$ cat src/rtl/ps2mct_pkg.sv
package ps2mct_pkg;

    // field widths
    localparam int DATA_W  = 8;
    localparam int CFG_W   = 13;
    localparam int OUT_W   = 12;
    localparam int APB_AW  = 3;
    localparam int APB_DW  = 32;

    // register map, indexed by paddr[2]
    localparam logic REG_SCREEN_WIDTH  = 1'b0;
    localparam logic REG_SCREEN_HEIGHT = 1'b1;

    localparam logic [CFG_W-1:0] SCREEN_WIDTH_RST  = 13'd640;
    localparam logic [CFG_W-1:0] SCREEN_HEIGHT_RST = 13'd480;

    // header bits
    localparam int HDR_VALID_BIT = 3;
    localparam int HDR_XSIGN_BIT = 4;
    localparam int HDR_YSIGN_BIT = 5;
    localparam int HDR_XOVF_BIT  = 6;
    localparam int HDR_YOVF_BIT  = 7;

    // overflow adjustments and clamp margins
    localparam logic [9:0] X_OVF_ADJ = 10'd510;
    localparam logic [9:0] Y_OVF_ADJ = 10'd255;
    localparam logic [4:0] X_MARGIN  = 5'd8;
    localparam logic [4:0] Y_MARGIN  = 5'd16;

    // packet queue
    localparam int PKT_Q_DEPTH = 2;
    localparam int PKT_Q_PTR_W = 1;
    localparam int PKT_Q_CNT_W = 2;

    typedef enum logic [1:0] {
        PH_HEADER = 2'd0,
        PH_XBYTE  = 2'd1,
        PH_YBYTE  = 2'd2
    } phase_t;

    typedef struct packed {
        logic [DATA_W-1:0] header;
        logic [DATA_W-1:0] x_byte;
        logic [DATA_W-1:0] y_byte;
    } pkt_t;

    typedef struct packed {
        logic [CFG_W-1:0] screen_width;
        logic [CFG_W-1:0] screen_height;
    } screen_cfg_t;

endpackage

$ cat src/rtl/ps2mct_front.sv
module ps2mct_front (
    input  logic                        aclk,
    input  logic                        aresetn,
    input  logic                        s_valid,
    output logic                        s_ready,
    input  logic [ps2mct_pkg::DATA_W-1:0] s_data_byte,
    output logic                        pkt_valid,
    output ps2mct_pkg::pkt_t            pkt,
    input  logic                        pkt_ready
);

    ps2mct_pkg::phase_t phase_reg, phase_next;
    logic [ps2mct_pkg::DATA_W-1:0] header_reg, header_next;
    logic [ps2mct_pkg::DATA_W-1:0] x_byte_reg, x_byte_next;
    logic accept;

    assign accept = s_valid && s_ready;

    always_ff @(posedge aclk) begin
        if (!aresetn) begin
            phase_reg <= ps2mct_pkg::PH_HEADER;
        end else begin
            phase_reg <= phase_next;
        end
        header_reg <= header_next;
        x_byte_reg <= x_byte_next;
    end

    always_comb begin
        phase_next  = phase_reg;
        header_next = header_reg;
        x_byte_next = x_byte_reg;
        s_ready     = 1'b1;
        pkt_valid   = 1'b0;
        pkt.header  = header_reg;
        pkt.x_byte  = x_byte_reg;
        pkt.y_byte  = s_data_byte;
        case (phase_reg)
            ps2mct_pkg::PH_XBYTE: begin
                if (accept) begin
                    x_byte_next = s_data_byte;
                    phase_next  = ps2mct_pkg::PH_YBYTE;
                end
            end
            ps2mct_pkg::PH_YBYTE: begin
                // last byte goes straight into the queue
                s_ready   = pkt_ready;
                pkt_valid = s_valid;
                if (accept) begin
                    phase_next = ps2mct_pkg::PH_HEADER;
                end
            end
            default: begin
                // wait for a byte with the always-one header bit set
                if (accept && s_data_byte[ps2mct_pkg::HDR_VALID_BIT]) begin
                    header_next = s_data_byte;
                    phase_next  = ps2mct_pkg::PH_XBYTE;
                end else if (accept) begin
                    phase_next = ps2mct_pkg::PH_HEADER;
                end
            end
        endcase
    end

endmodule

$ cat src/rtl/ps2mct_queue.sv
module ps2mct_queue (
    input  logic             aclk,
    input  logic             aresetn,
    input  logic             push_valid,
    output logic             push_ready,
    input  ps2mct_pkg::pkt_t push_pkt,
    output logic             pop_valid,
    input  logic             pop_ready,
    output ps2mct_pkg::pkt_t pop_pkt
);

    ps2mct_pkg::pkt_t entry_reg [ps2mct_pkg::PKT_Q_DEPTH];
    logic [ps2mct_pkg::PKT_Q_PTR_W-1:0] wr_ptr_reg, wr_ptr_next;
    logic [ps2mct_pkg::PKT_Q_PTR_W-1:0] rd_ptr_reg, rd_ptr_next;
    logic [ps2mct_pkg::PKT_Q_CNT_W-1:0] count_reg, count_next;
    logic push, pop;

    assign push_ready = (count_reg != ps2mct_pkg::PKT_Q_CNT_W'(ps2mct_pkg::PKT_Q_DEPTH));
    assign pop_valid  = (count_reg != '0);
    assign pop_pkt    = entry_reg[rd_ptr_reg];
    assign push       = push_valid && push_ready;
    assign pop        = pop_valid && pop_ready;

    always_comb begin
        wr_ptr_next = push ? wr_ptr_reg + 1'b1 : wr_ptr_reg;
        rd_ptr_next = pop ? rd_ptr_reg + 1'b1 : rd_ptr_reg;
        count_next  = count_reg;
        if (push && !pop) begin
            count_next = count_reg + 1'b1;
        end else if (pop && !push) begin
            count_next = count_reg - 1'b1;
        end
    end

    always_ff @(posedge aclk) begin
        if (!aresetn) begin
            wr_ptr_reg <= '0;
            rd_ptr_reg <= '0;
            count_reg  <= '0;
        end else begin
            wr_ptr_reg <= wr_ptr_next;
            rd_ptr_reg <= rd_ptr_next;
            count_reg  <= count_next;
        end
        if (push) begin
            entry_reg[wr_ptr_reg] <= push_pkt;
        end
    end

endmodule

$ cat src/rtl/ps2mct_back.sv
module ps2mct_back #(
    parameter int COORD_BITS = 12
) (
    input  logic                         aclk,
    input  logic                         aresetn,
    input  ps2mct_pkg::screen_cfg_t      cfg,
    input  logic                         pkt_valid,
    output logic                         pkt_ready,
    input  ps2mct_pkg::pkt_t             pkt,
    output logic                         m_valid,
    input  logic                         m_ready,
    output logic [ps2mct_pkg::OUT_W-1:0] m_cursor_x,
    output logic [ps2mct_pkg::OUT_W-1:0] m_cursor_y
);

    localparam int BASE_W = (COORD_BITS > ps2mct_pkg::CFG_W) ? COORD_BITS : ps2mct_pkg::CFG_W;
    localparam int SW     = BASE_W + 2;
    localparam logic signed [SW-1:0] COORD_MAX_S = SW'((64'd1 << COORD_BITS) - 64'd1);

    function automatic logic [COORD_BITS-1:0] clamp_axis(
        input logic signed [SW-1:0]           v,
        input logic [ps2mct_pkg::CFG_W-1:0]   size,
        input logic [4:0]                     margin
    );
        logic signed [SW-1:0] hi;
        logic signed [SW-1:0] res;
        hi = $signed({{(SW-ps2mct_pkg::CFG_W){1'b0}}, size})
           - $signed({{(SW-5){1'b0}}, margin});
        if (hi < 0) hi = '0;
        if (hi > COORD_MAX_S) hi = COORD_MAX_S;
        res = v;
        if (res < 0) res = '0;
        if (res > hi) res = hi;
        return res[COORD_BITS-1:0];
    endfunction

    // 9-bit delta with header sign, then overflow step in the sign direction
    function automatic logic signed [SW-1:0] axis_delta(
        input logic       sign,
        input logic       ovf,
        input logic [7:0] mag,
        input logic [9:0] adj
    );
        logic signed [SW-1:0] d;
        logic signed [SW-1:0] a;
        d = SW'($signed({sign, mag}));
        a = $signed({{(SW-10){1'b0}}, adj});
        if (ovf && sign) begin
            d = d - a;
        end else if (ovf) begin
            d = d + a;
        end
        return d;
    endfunction

    logic [COORD_BITS-1:0] pos_x_reg, pos_x_next;
    logic [COORD_BITS-1:0] pos_y_reg, pos_y_next;
    logic                  m_valid_reg, m_valid_next;
    logic [ps2mct_pkg::OUT_W-1:0] cursor_x_reg, cursor_x_next;
    logic [ps2mct_pkg::OUT_W-1:0] cursor_y_reg, cursor_y_next;
    logic signed [SW-1:0] dx, dy, sum_x, sum_y;
    logic [ps2mct_pkg::OUT_W+COORD_BITS-1:0] ext_x, ext_y;
    logic take;

    assign pkt_ready = !m_valid_reg || m_ready;
    assign take      = pkt_valid && pkt_ready;

    always_comb begin
        dx = axis_delta(pkt.header[ps2mct_pkg::HDR_XSIGN_BIT],
                        pkt.header[ps2mct_pkg::HDR_XOVF_BIT], pkt.x_byte, ps2mct_pkg::X_OVF_ADJ);
        dy = axis_delta(pkt.header[ps2mct_pkg::HDR_YSIGN_BIT],
                        pkt.header[ps2mct_pkg::HDR_YOVF_BIT], pkt.y_byte, ps2mct_pkg::Y_OVF_ADJ);
        sum_x = $signed({{(SW-COORD_BITS){1'b0}}, pos_x_reg}) + dx;
        // screen y grows downward
        sum_y = $signed({{(SW-COORD_BITS){1'b0}}, pos_y_reg}) - dy;
        pos_x_next = take ? clamp_axis(sum_x, cfg.screen_width, ps2mct_pkg::X_MARGIN)
                          : pos_x_reg;
        pos_y_next = take ? clamp_axis(sum_y, cfg.screen_height, ps2mct_pkg::Y_MARGIN)
                          : pos_y_reg;
        ext_x = {{ps2mct_pkg::OUT_W{1'b0}}, pos_x_next};
        ext_y = {{ps2mct_pkg::OUT_W{1'b0}}, pos_y_next};
        cursor_x_next = take ? ext_x[ps2mct_pkg::OUT_W-1:0] : cursor_x_reg;
        cursor_y_next = take ? ext_y[ps2mct_pkg::OUT_W-1:0] : cursor_y_reg;
        m_valid_next  = take || (m_valid_reg && !m_ready);
    end

    always_ff @(posedge aclk) begin
        if (!aresetn) begin
            pos_x_reg   <= '0;
            pos_y_reg   <= '0;
            m_valid_reg <= 1'b0;
        end else begin
            pos_x_reg   <= pos_x_next;
            pos_y_reg   <= pos_y_next;
            m_valid_reg <= m_valid_next;
        end
        cursor_x_reg <= cursor_x_next;
        cursor_y_reg <= cursor_y_next;
    end

    assign m_valid    = m_valid_reg;
    assign m_cursor_x = cursor_x_reg;
    assign m_cursor_y = cursor_y_reg;

endmodule

$ cat src/rtl/ps2_mouse_packet_cursor_tracker.sv
// a completed packet is registered in the packet queue, then the cursor result in the m_valid output register
// throughput: one byte beat per cycle while the packet queue has room; one cursor beat per completed packet
// the 2-entry packet queue lets byte framing run while the cursor output is stalled
// reset (aresetn low, synchronous): framing back to header search, cursor to 0,0,
// screen size to 640 x 480, no result pending
module ps2_mouse_packet_cursor_tracker #(
    parameter int COORD_BITS = 12
) (
    input  logic                              aclk,
    input  logic                              aresetn,
    // byte input channel
    input  logic                              s_valid,
    output logic                              s_ready,
    input  logic [ps2mct_pkg::DATA_W-1:0]     s_data_byte,
    // cursor result channel
    output logic                              m_valid,
    input  logic                              m_ready,
    output logic [ps2mct_pkg::OUT_W-1:0]      m_cursor_x,
    output logic [ps2mct_pkg::OUT_W-1:0]      m_cursor_y,
    // register port
    input  logic                              psel,
    input  logic                              penable,
    input  logic                              pwrite,
    input  logic [ps2mct_pkg::APB_AW-1:0]     paddr,
    input  logic [ps2mct_pkg::APB_DW-1:0]     pwdata,
    output logic [ps2mct_pkg::APB_DW-1:0]     prdata,
    output logic                              pready
);

    // screen size registers, written in the access phase
    logic [ps2mct_pkg::CFG_W-1:0] screen_width_reg, screen_width_next;
    logic [ps2mct_pkg::CFG_W-1:0] screen_height_reg, screen_height_next;
    logic                         reg_wr;
    ps2mct_pkg::screen_cfg_t      cfg;

    // front -> queue -> back
    logic             fq_valid, fq_ready;
    ps2mct_pkg::pkt_t fq_pkt;
    logic             qb_valid, qb_ready;
    ps2mct_pkg::pkt_t qb_pkt;

    assign pready = 1'b1;
    assign reg_wr = psel && penable && pwrite && pready;

    always_comb begin
        screen_width_next  = screen_width_reg;
        screen_height_next = screen_height_reg;
        if (reg_wr) begin
            case (paddr[2])
                ps2mct_pkg::REG_SCREEN_WIDTH:  screen_width_next  = pwdata[ps2mct_pkg::CFG_W-1:0];
                ps2mct_pkg::REG_SCREEN_HEIGHT: screen_height_next = pwdata[ps2mct_pkg::CFG_W-1:0];
                default: ;
            endcase
        end
    end

    always_ff @(posedge aclk) begin
        if (!aresetn) begin
            screen_width_reg  <= ps2mct_pkg::SCREEN_WIDTH_RST;
            screen_height_reg <= ps2mct_pkg::SCREEN_HEIGHT_RST;
        end else begin
            screen_width_reg  <= screen_width_next;
            screen_height_reg <= screen_height_next;
        end
    end

    // read mux, zero-extended to the bus
    always_comb begin
        case (paddr[2])
            ps2mct_pkg::REG_SCREEN_WIDTH:
                prdata = ps2mct_pkg::APB_DW'(screen_width_reg);
            ps2mct_pkg::REG_SCREEN_HEIGHT:
                prdata = ps2mct_pkg::APB_DW'(screen_height_reg);
            default:
                prdata = '0;
        endcase
    end

    assign cfg.screen_width  = screen_width_reg;
    assign cfg.screen_height = screen_height_reg;

    // framing: header search, then x byte, then y byte completes a packet
    ps2mct_front u_front (
        .aclk        (aclk),
        .aresetn     (aresetn),
        .s_valid     (s_valid),
        .s_ready     (s_ready),
        .s_data_byte (s_data_byte),
        .pkt_valid   (fq_valid),
        .pkt         (fq_pkt),
        .pkt_ready   (fq_ready)
    );

    // completed packets wait here while the cursor output is stalled
    ps2mct_queue u_queue (
        .aclk       (aclk),
        .aresetn    (aresetn),
        .push_valid (fq_valid),
        .push_ready (fq_ready),
        .push_pkt   (fq_pkt),
        .pop_valid  (qb_valid),
        .pop_ready  (qb_ready),
        .pop_pkt    (qb_pkt)
    );

    // delta decode, position add and clamp, registered result
    ps2mct_back #(
        .COORD_BITS (COORD_BITS)
    ) u_back (
        .aclk       (aclk),
        .aresetn    (aresetn),
        .cfg        (cfg),
        .pkt_valid  (qb_valid),
        .pkt_ready  (qb_ready),
        .pkt        (qb_pkt),
        .m_valid    (m_valid),
        .m_ready    (m_ready),
        .m_cursor_x (m_cursor_x),
        .m_cursor_y (m_cursor_y)
    );

endmodule

$ cat config.mk
export PLATFORM = sky130hd
export DESIGN_NAME = ps2_mouse_packet_cursor_tracker
export DESIGN_NICKNAME = d
export VERILOG_FILES = /design/src/rtl/ps2mct_pkg.sv /design/src/rtl/ps2mct_front.sv /design/src/rtl/ps2mct_queue.sv /design/src/rtl/ps2mct_back.sv /design/src/rtl/ps2_mouse_packet_cursor_tracker.sv
export SDC_FILE = /design/constraint.sdc
export NUM_CORES = 1
export LEC_CHECK = 0
export ABC_AREA = 0
export BUFFER_PORTS_ARGS = -buffer_cell sky130_fd_sc_hd__clkbuf_2
export CAP_MARGIN = 20
export CORE_MARGIN = 2
export CORE_UTILIZATION = 50
export CTS_CLUSTER_DIAMETER = 200
export DETAILED_ROUTE_END_ITERATION = 10
export PLACE_DENSITY = 0.71
export SLEW_MARGIN = 10
export SYNTH_ARGS = -nofsm -noshare
export SYNTH_HDL_FRONTEND = slang
export SYNTH_SLANG_ARGS = --single-unit
$ cat constraint.sdc
create_clock -name aclk -period 9.7 [get_ports aclk]
set_clock_uncertainty 0.05 [all_clocks]
set_input_delay 1.94 -clock aclk [delete_from_list [all_inputs] [get_ports aclk]]
set_output_delay 1.94 -clock aclk [all_outputs]
set_load 0.05 [all_outputs]
== Word-level counts from Yosys, hierarchy flattened ==
Memory sizes are Yosys's and may differ from the RTL's. A register that Yosys moved wholly into a read port is not among the register bits.
Index checks and enable logic that the tools add are counted.
Word-level totals
  RAM bits: 48
  bits of input ports: 50
  memories: 1
  output and inout port bits: 59
  register bits: 97
  word-level logic and storage cells: 91
Memory list
  u_queue.entry_reg: words 2, width 24, read ports 1, clocked after memory_dff 1, write ports 1, line ps2mct_queue.sv:12  | ps2mct_pkg::pkt_t entry_reg [ps2mct_pkg::PKT_Q_DEPTH];
Cells by class
  equal/unequal tests: 4
  bitwise logic cells: 2
  $add $sub $neg: 12
  order comparisons: 8
  reductions and logical operators: 24
  multiplexer cells: 27
Operators with widths (count)
  2-to-1 mux 15 bit: 10
  one-hot mux 32 bit (2 select lines): 1
  2-to-1 mux 12 bit: 4
  greater-than comparator 15 x 13 -> 1 bit, second input constant: 2
  greater-than comparator 15 bit: 2
  < comparator 15 x 1 -> 1 bit, second input constant: 2
  < comparator 14 x 1 -> 1 bit, second input constant: 2
  adder 13 x 15 -> 15 bit: 1
  subtractor 13 x 15 -> 15 bit: 1
  subtractor 13 x 4 -> 14 bit, second input constant: 1
  subtractor 13 x 5 -> 14 bit, second input constant: 1
  adder 9 x 10 -> 11 bit, second input constant: 1
  logical AND 1 bit: 11
  subtractor 9 x 10 -> 11 bit, second input constant: 1
  adder 9 x 9 -> 10 bit, second input constant: 1
  2-to-1 mux 2 bit: 5
  subtractor 9 x 9 -> 10 bit, second input constant: 1
  AND reduction 2 bit: 4
  2-to-1 mux 1 bit: 6
  zero test 1 bit: 4
  one-hot mux 2 bit (2 select lines): 1
  nonzero test 2 bit: 2
  adder 1 bit, second input constant: 2
  adder 2 x 1 -> 2 bit, second input constant: 1
  8 further kinds: 10

== Longest topological paths before layout ==
  word-level depth: 9
  gate-level depth with buffers: 27

== Cells and area by module ==
Synthesis repeated with hierarchy kept, for this count alone.
Second synthesis, totals
  cells, all modules: 961
  area, all modules: 9384.0 µm²
Modules (own cells, without submodules)
  ps2mct_back: times used 1, cells an instance 678, area an instance 5346.4 µm²
  ps2mct_queue: times used 1, cells an instance 99, area an instance 1969.4 µm²
  ps2_mouse_packet_cursor_tracker: times used 1, cells an instance 143, area an instance 1362.6 µm²
  ps2mct_front: times used 1, cells an instance 41, area an instance 705.7 µm²

== Least setup slack after synthesis ==
Ideal clock, no wire load.
  kind: register to register
  from: reg with a tool-made name
  to: reg u_back.cursor_x_reg, in the netlist u_back.m_cursor_x[6] (data pin)
  arrival: 5.235 ns
  setup slack: 4.108 ns
  stages on the path, launching flop included: 24
  required time: 9.343 ns
  buffers on the path: 3
  period minus slack after synthesis: 5.592 ns
  library setup time: 0.307 ns
  cells stage by stage: dfxtp_1 > buf_2 > mux2i_1 > or4_1 > or4_1 > o21ai_0 > o21ai_1 > ha_1 > a21o_1 > a21oi_1 > and3_1 > a21bo_2 > clkbuf_1 > nor2_1 > ha_1 > a211oi_1 > o21ai_0 > a22oi_1 > a31oi_1 > a21oi_1 > o211a_1 > buf_2 > mux2i_1 > a21oi_1
RTL lines
  end signal, assigned: line ps2mct_back.sv:97  | cursor_x_reg <= cursor_x_next;
  end, declared: line ps2mct_back.sv:59  | logic [ps2mct_pkg::OUT_W-1:0] cursor_x_reg, cursor_x_next;

==> impl_metrics.env <==
export IMPL_finalWeightedCongestion=0.892
export IMPL_critical_path_cell_chain="buf_4 > mux2_2 > inv_1 > nand4_1 > a21oi_1 > xor2_1 > ha_1 > or2_2 > o22ai_1 > a21oi_1 > a221oi_2 > o21a_1 > a211oi_1 > ha_1 > a21o_1 > a211o_1 > o21ai_0 > a211o_1 > o211a_1 > and2_1 > nor3_1 > a211o_1"
export IMPL_worst_path_largest_cell_delay_ps=540
export IMPL_clock_fmax_mhz=149
export IMPL_grt_antenna_before_repair=0
export IMPL_floorplan_io_pins=109
export IMPL_dominant_combinational_cell_family_by_area_after_synthesis="simple AND/OR/NAND/NOR gates"
export IMPL_core_rowCount=47
export IMPL_mostFrequentLayoutCells="97 x sky130_fd_sc_hd__nand2_1, 90 x sky130_fd_sc_hd__nor2_1, 76 x sky130_fd_sc_hd__edfxtp_1"
export IMPL_post_place_setup_slack_ps=3090
export IMPL_timing_final_crit_share_pct=69.4
export IMPL_setup_violations_final=0
export IMPL_drt_drc_violations_left=0
export IMPL_htreeDepth=4
export IMPL_final_seq_area_sq_um=3440
export IMPL_synth_avg_cell_area_sq_um=9.20
export IMPL_worst_margin_slew_ps=1080
export IMPL_avgRoutedWirePerCell_um=15.6
export IMPL_result_of_the_run="complete, no violations"
export IMPL_critical_path_startpoint_category="register"
export IMPL_final_hold_vio_count=0
export IMPL_path_common_cell="sky130_fd_sc_hd__a211o_1"
export IMPL_pins_over_slew_limit=0
export IMPL_synth_fa_ha_area_share_pct=9.41
export IMPL_layout_area_overhead_vs_synth_pct=11.9
export IMPL_firstDrtPassIters=5
export IMPL_synth_edff_count=76
export IMPL_arrival_ps=6840
export IMPL_cts_repair_resized=0
export IMPL_synth_compound_area_share_pct=16.7
export IMPL_max_cap_violations=0
export IMPL_num_vias=6724
export IMPL_grt_overflow_total=0
export IMPL_buffer_ports_inserted=67
export IMPL_yosys_most_used_dff="sky130_fd_sc_hd__edfxtp_1"
export IMPL_count_of_inserted_antenna_diode_cells=0
export IMPL_path_class="register to register"
export IMPL_fillers=1449
export IMPL_cts_made_buffers=17
export IMPL_dieArea_sq_um=17900
export IMPL_cts_tree="done"
export IMPL_clkSinkCount=134
export IMPL_multiInputGateArea_sq_um=4600
export IMPL_ir_worst_vdd_mv=0.195
export IMPL_cts_root_buffer_cell="sky130_fd_sc_hd__clkbuf_16"
export IMPL_yosys_mux_area_fraction_pct=5.47
export IMPL_core_area_sq_um=16500
export IMPL_post_dp_cell_area_sq_um=8820
export IMPL_post_layout_nonfiller_instances=1198
export IMPL_nNetsFinal=1078
export IMPL_antenna_left=0
export IMPL_yosys_area_share_simple_pct=17.8
export IMPL_post_cts_setup_buffer_count=0
export IMPL_final_cell_area_sq_um=9400
export IMPL_timing_max_slew_rel_slack_pct=27.5
export IMPL_share_of_synthesized_flip_flops_with_an_asynchronous_set_or_reset_pct=0
export IMPL_wirelength_mm=18.7
export IMPL_postCtsHoldBufs=0
export IMPL_wire_length_of_the_first_global_routing_pass_mm=30.7
export IMPL_post_synth_inst_count=913
export IMPL_cts_max_path_buffers=2
export IMPL_path_max_fanout=20
export IMPL_first_iter_violations=487
export IMPL_global_route_total_usage_across_every_layer_pct=21.8
export IMPL_number_of_flip_flops_in_the_largest_register=40
export IMPL_pin_count_of_the_biggest_net_entering_global_routing=55
export IMPL_synth_yosys_warnings=0
export IMPL_synth_cell_area_sq_um=8400
export IMPL_critical_path_required_ps=9820
export IMPL_dp_final_hpwl_mm=13.7
export IMPL_final_min_clock_period_ps=6730
export IMPL_setup_slack_ps=2970
export IMPL_grt_setup_unrepaired="false"
export IMPL_power_density_nw_per_um2=324
export IMPL_power_leakage_nw=3.81
export IMPL_crit_path_top_delay_cell="sky130_fd_sc_hd__and2_1"
export IMPL_worst_skew_pair_late_latency_ps=420
export IMPL_mostFrequentLayoutCell="sky130_fd_sc_hd__nand2_1"
export IMPL_start_util_pct=50.8
export IMPL_synthXorXnorAreaFrac_pct=4.38
export IMPL_chipHeight_um=134
export IMPL_yosysSeqAreaShare_pct=41.0
export IMPL_number_of_distinct_standard_cells_referenced_by_the_synthesized_netlist=67
export IMPL_floorplan_die_width_um=134
export IMPL_clk_pin_slew_worst_paths_ps=60
export IMPL_placed_cells=1167
export IMPL_end_kind="register"
export IMPL_number_of_global_route_vias_before_repair=6255
export IMPL_final_layout_size_suffix_gt1_share_pct=13.7
export IMPL_synth_seq_cells=134
export IMPL_min_delay_path_class="register to register"
export IMPL_drt_vias_per_instance=5.61
export IMPL_summed_negative_setup_slack_over_all_endpoints_ps=0
[per-layer routing]
metal / vias to the layer above / GRT usage [%] / share of wire, %
li1: 3382 / - / -
met1: 3166 / 29.3 / 47
met2: 158 / 35.3 / 47
met3: 18 / 4.15 / 3.9
met4: 0 / 7.27 / 1.3
met5: - / 0 / 0
[per-stage QoR]
stage | total power (W) | hold WS [ps] | util, %
after floorplan | 0.00208 | 371 | -
after global placement | 0.00238 | 373 | 53.4
after detailed placement | 0.00240 | 380 | 53.4
after CTS | 0.00305 | 391 | 56.9
after global routing | 0.00326 | 393 | 56.9
final | 0.00304 | 393 | 56.9
[synth_stat cells (3+ instances only)]
master	n	share of area, %
sky130_fd_sc_hd__a21oi_1	70	4.2
sky130_fd_sc_hd__nand2_1	97	4.3
sky130_fd_sc_hd__a211oi_1	13	1.2
sky130_fd_sc_hd__mux2i_1	29	3.5
sky130_fd_sc_hd__dfxtp_1	58	14
sky130_fd_sc_hd__or2_2	9	0.67
sky130_fd_sc_hd__o21a_1	19	1.7
sky130_fd_sc_hd__and2_1	7	0.52
sky130_fd_sc_hd__o21ai_0	44	2.6
sky130_fd_sc_hd__and3_1	5	0.37
sky130_fd_sc_hd__buf_1	3	0.13
sky130_fd_sc_hd__xnor2_1	19	2.0
sky130_fd_sc_hd__nand2b_1	12	0.89
sky130_fd_sc_hd__nor2b_1	9	0.67
sky130_fd_sc_hd__o31ai_1	3	0.27
sky130_fd_sc_hd__inv_1	33	1.5
sky130_fd_sc_hd__o211ai_1	3	0.27
sky130_fd_sc_hd__nor3_1	27	1.6
sky130_fd_sc_hd__nor4_1	9	0.67
sky130_fd_sc_hd__nor2_1	90	4.0
sky130_fd_sc_hd__nand3_1	23	1.4
sky130_fd_sc_hd__a31oi_1	11	0.82
sky130_fd_sc_hd__mux2_2	14	1.9
sky130_fd_sc_hd__xor2_1	23	2.4
sky130_fd_sc_hd__a21o_1	8	0.71
sky130_fd_sc_hd__edfxtp_1	76	27
sky130_fd_sc_hd__or3_1	8	0.60
sky130_fd_sc_hd__a211o_1	10	1.0
sky130_fd_sc_hd__buf_4	20	1.8
sky130_fd_sc_hd__ha_1	60	8.9
sky130_fd_sc_hd__nand3b_1	3	0.27
sky130_fd_sc_hd__nand4_1	11	0.82
sky130_fd_sc_hd__o211a_1	8	0.95
sky130_fd_sc_hd__buf_2	7	0.42
sky130_fd_sc_hd__clkbuf_1	27	1.2
sky130_fd_sc_hd__o22ai_1	4	0.30
[path summary, 6_finish.rpt]
path                         startpoint                  endpoint  slack (ps)  depth (start not counted)
hold / removal    u_front.x_byte_reg[4]  u_queue.entry_reg[1][12]         390                          0
setup reg to reg               register      u_back.m_cursor_y[5]        2970                         22
setup / recovery               register      u_back.m_cursor_y[5]        2970                         22
hold reg to reg   u_front.x_byte_reg[4]  u_queue.entry_reg[1][12]         390                          0
[where the power goes]
group	total, W	switching (W)	internal [W]
registers	0.000807	0.0000556	0.000751
clock network	0.000630	0.000251	0.000379
logic	0.00161	0.00105	0.000552
[layout make-up]
cell class | instances | area share [%]
repair buffers | 71 | 3.89
clock buffers | 17 | 4.53
flip-flops and latches | 134 | 36.6
clock inverters | 14 | 1.62
multi-input cells | 706 | 49.0
well taps | 220 | 2.93
inverters | 36 | 1.44
[logic make-up after synthesis]
group / Yosys count
buffers and inverters: 93
AOI/OAI and AO/OA: 217
DFF: 134
muxes: 44
xor gates and xnor gates: 42
and+or+nand+nor: 319
adders and majority gates: 62
other: 2
[critical path: cells and delay by family, from the launching register on]
family / cells / cell delay (ps)
DFF: 1 / 310
muxes: 1 / 440
xor gates and xnor gates: 1 / 100
buffers and inverters: 2 / 750
and+or+nand+nor: 4 / 1180
adders and majority gates: 2 / 570
AOI/OAI and AO/OA: 12 / 3070
Note: power is estimated with default switching activity, not from simulation.
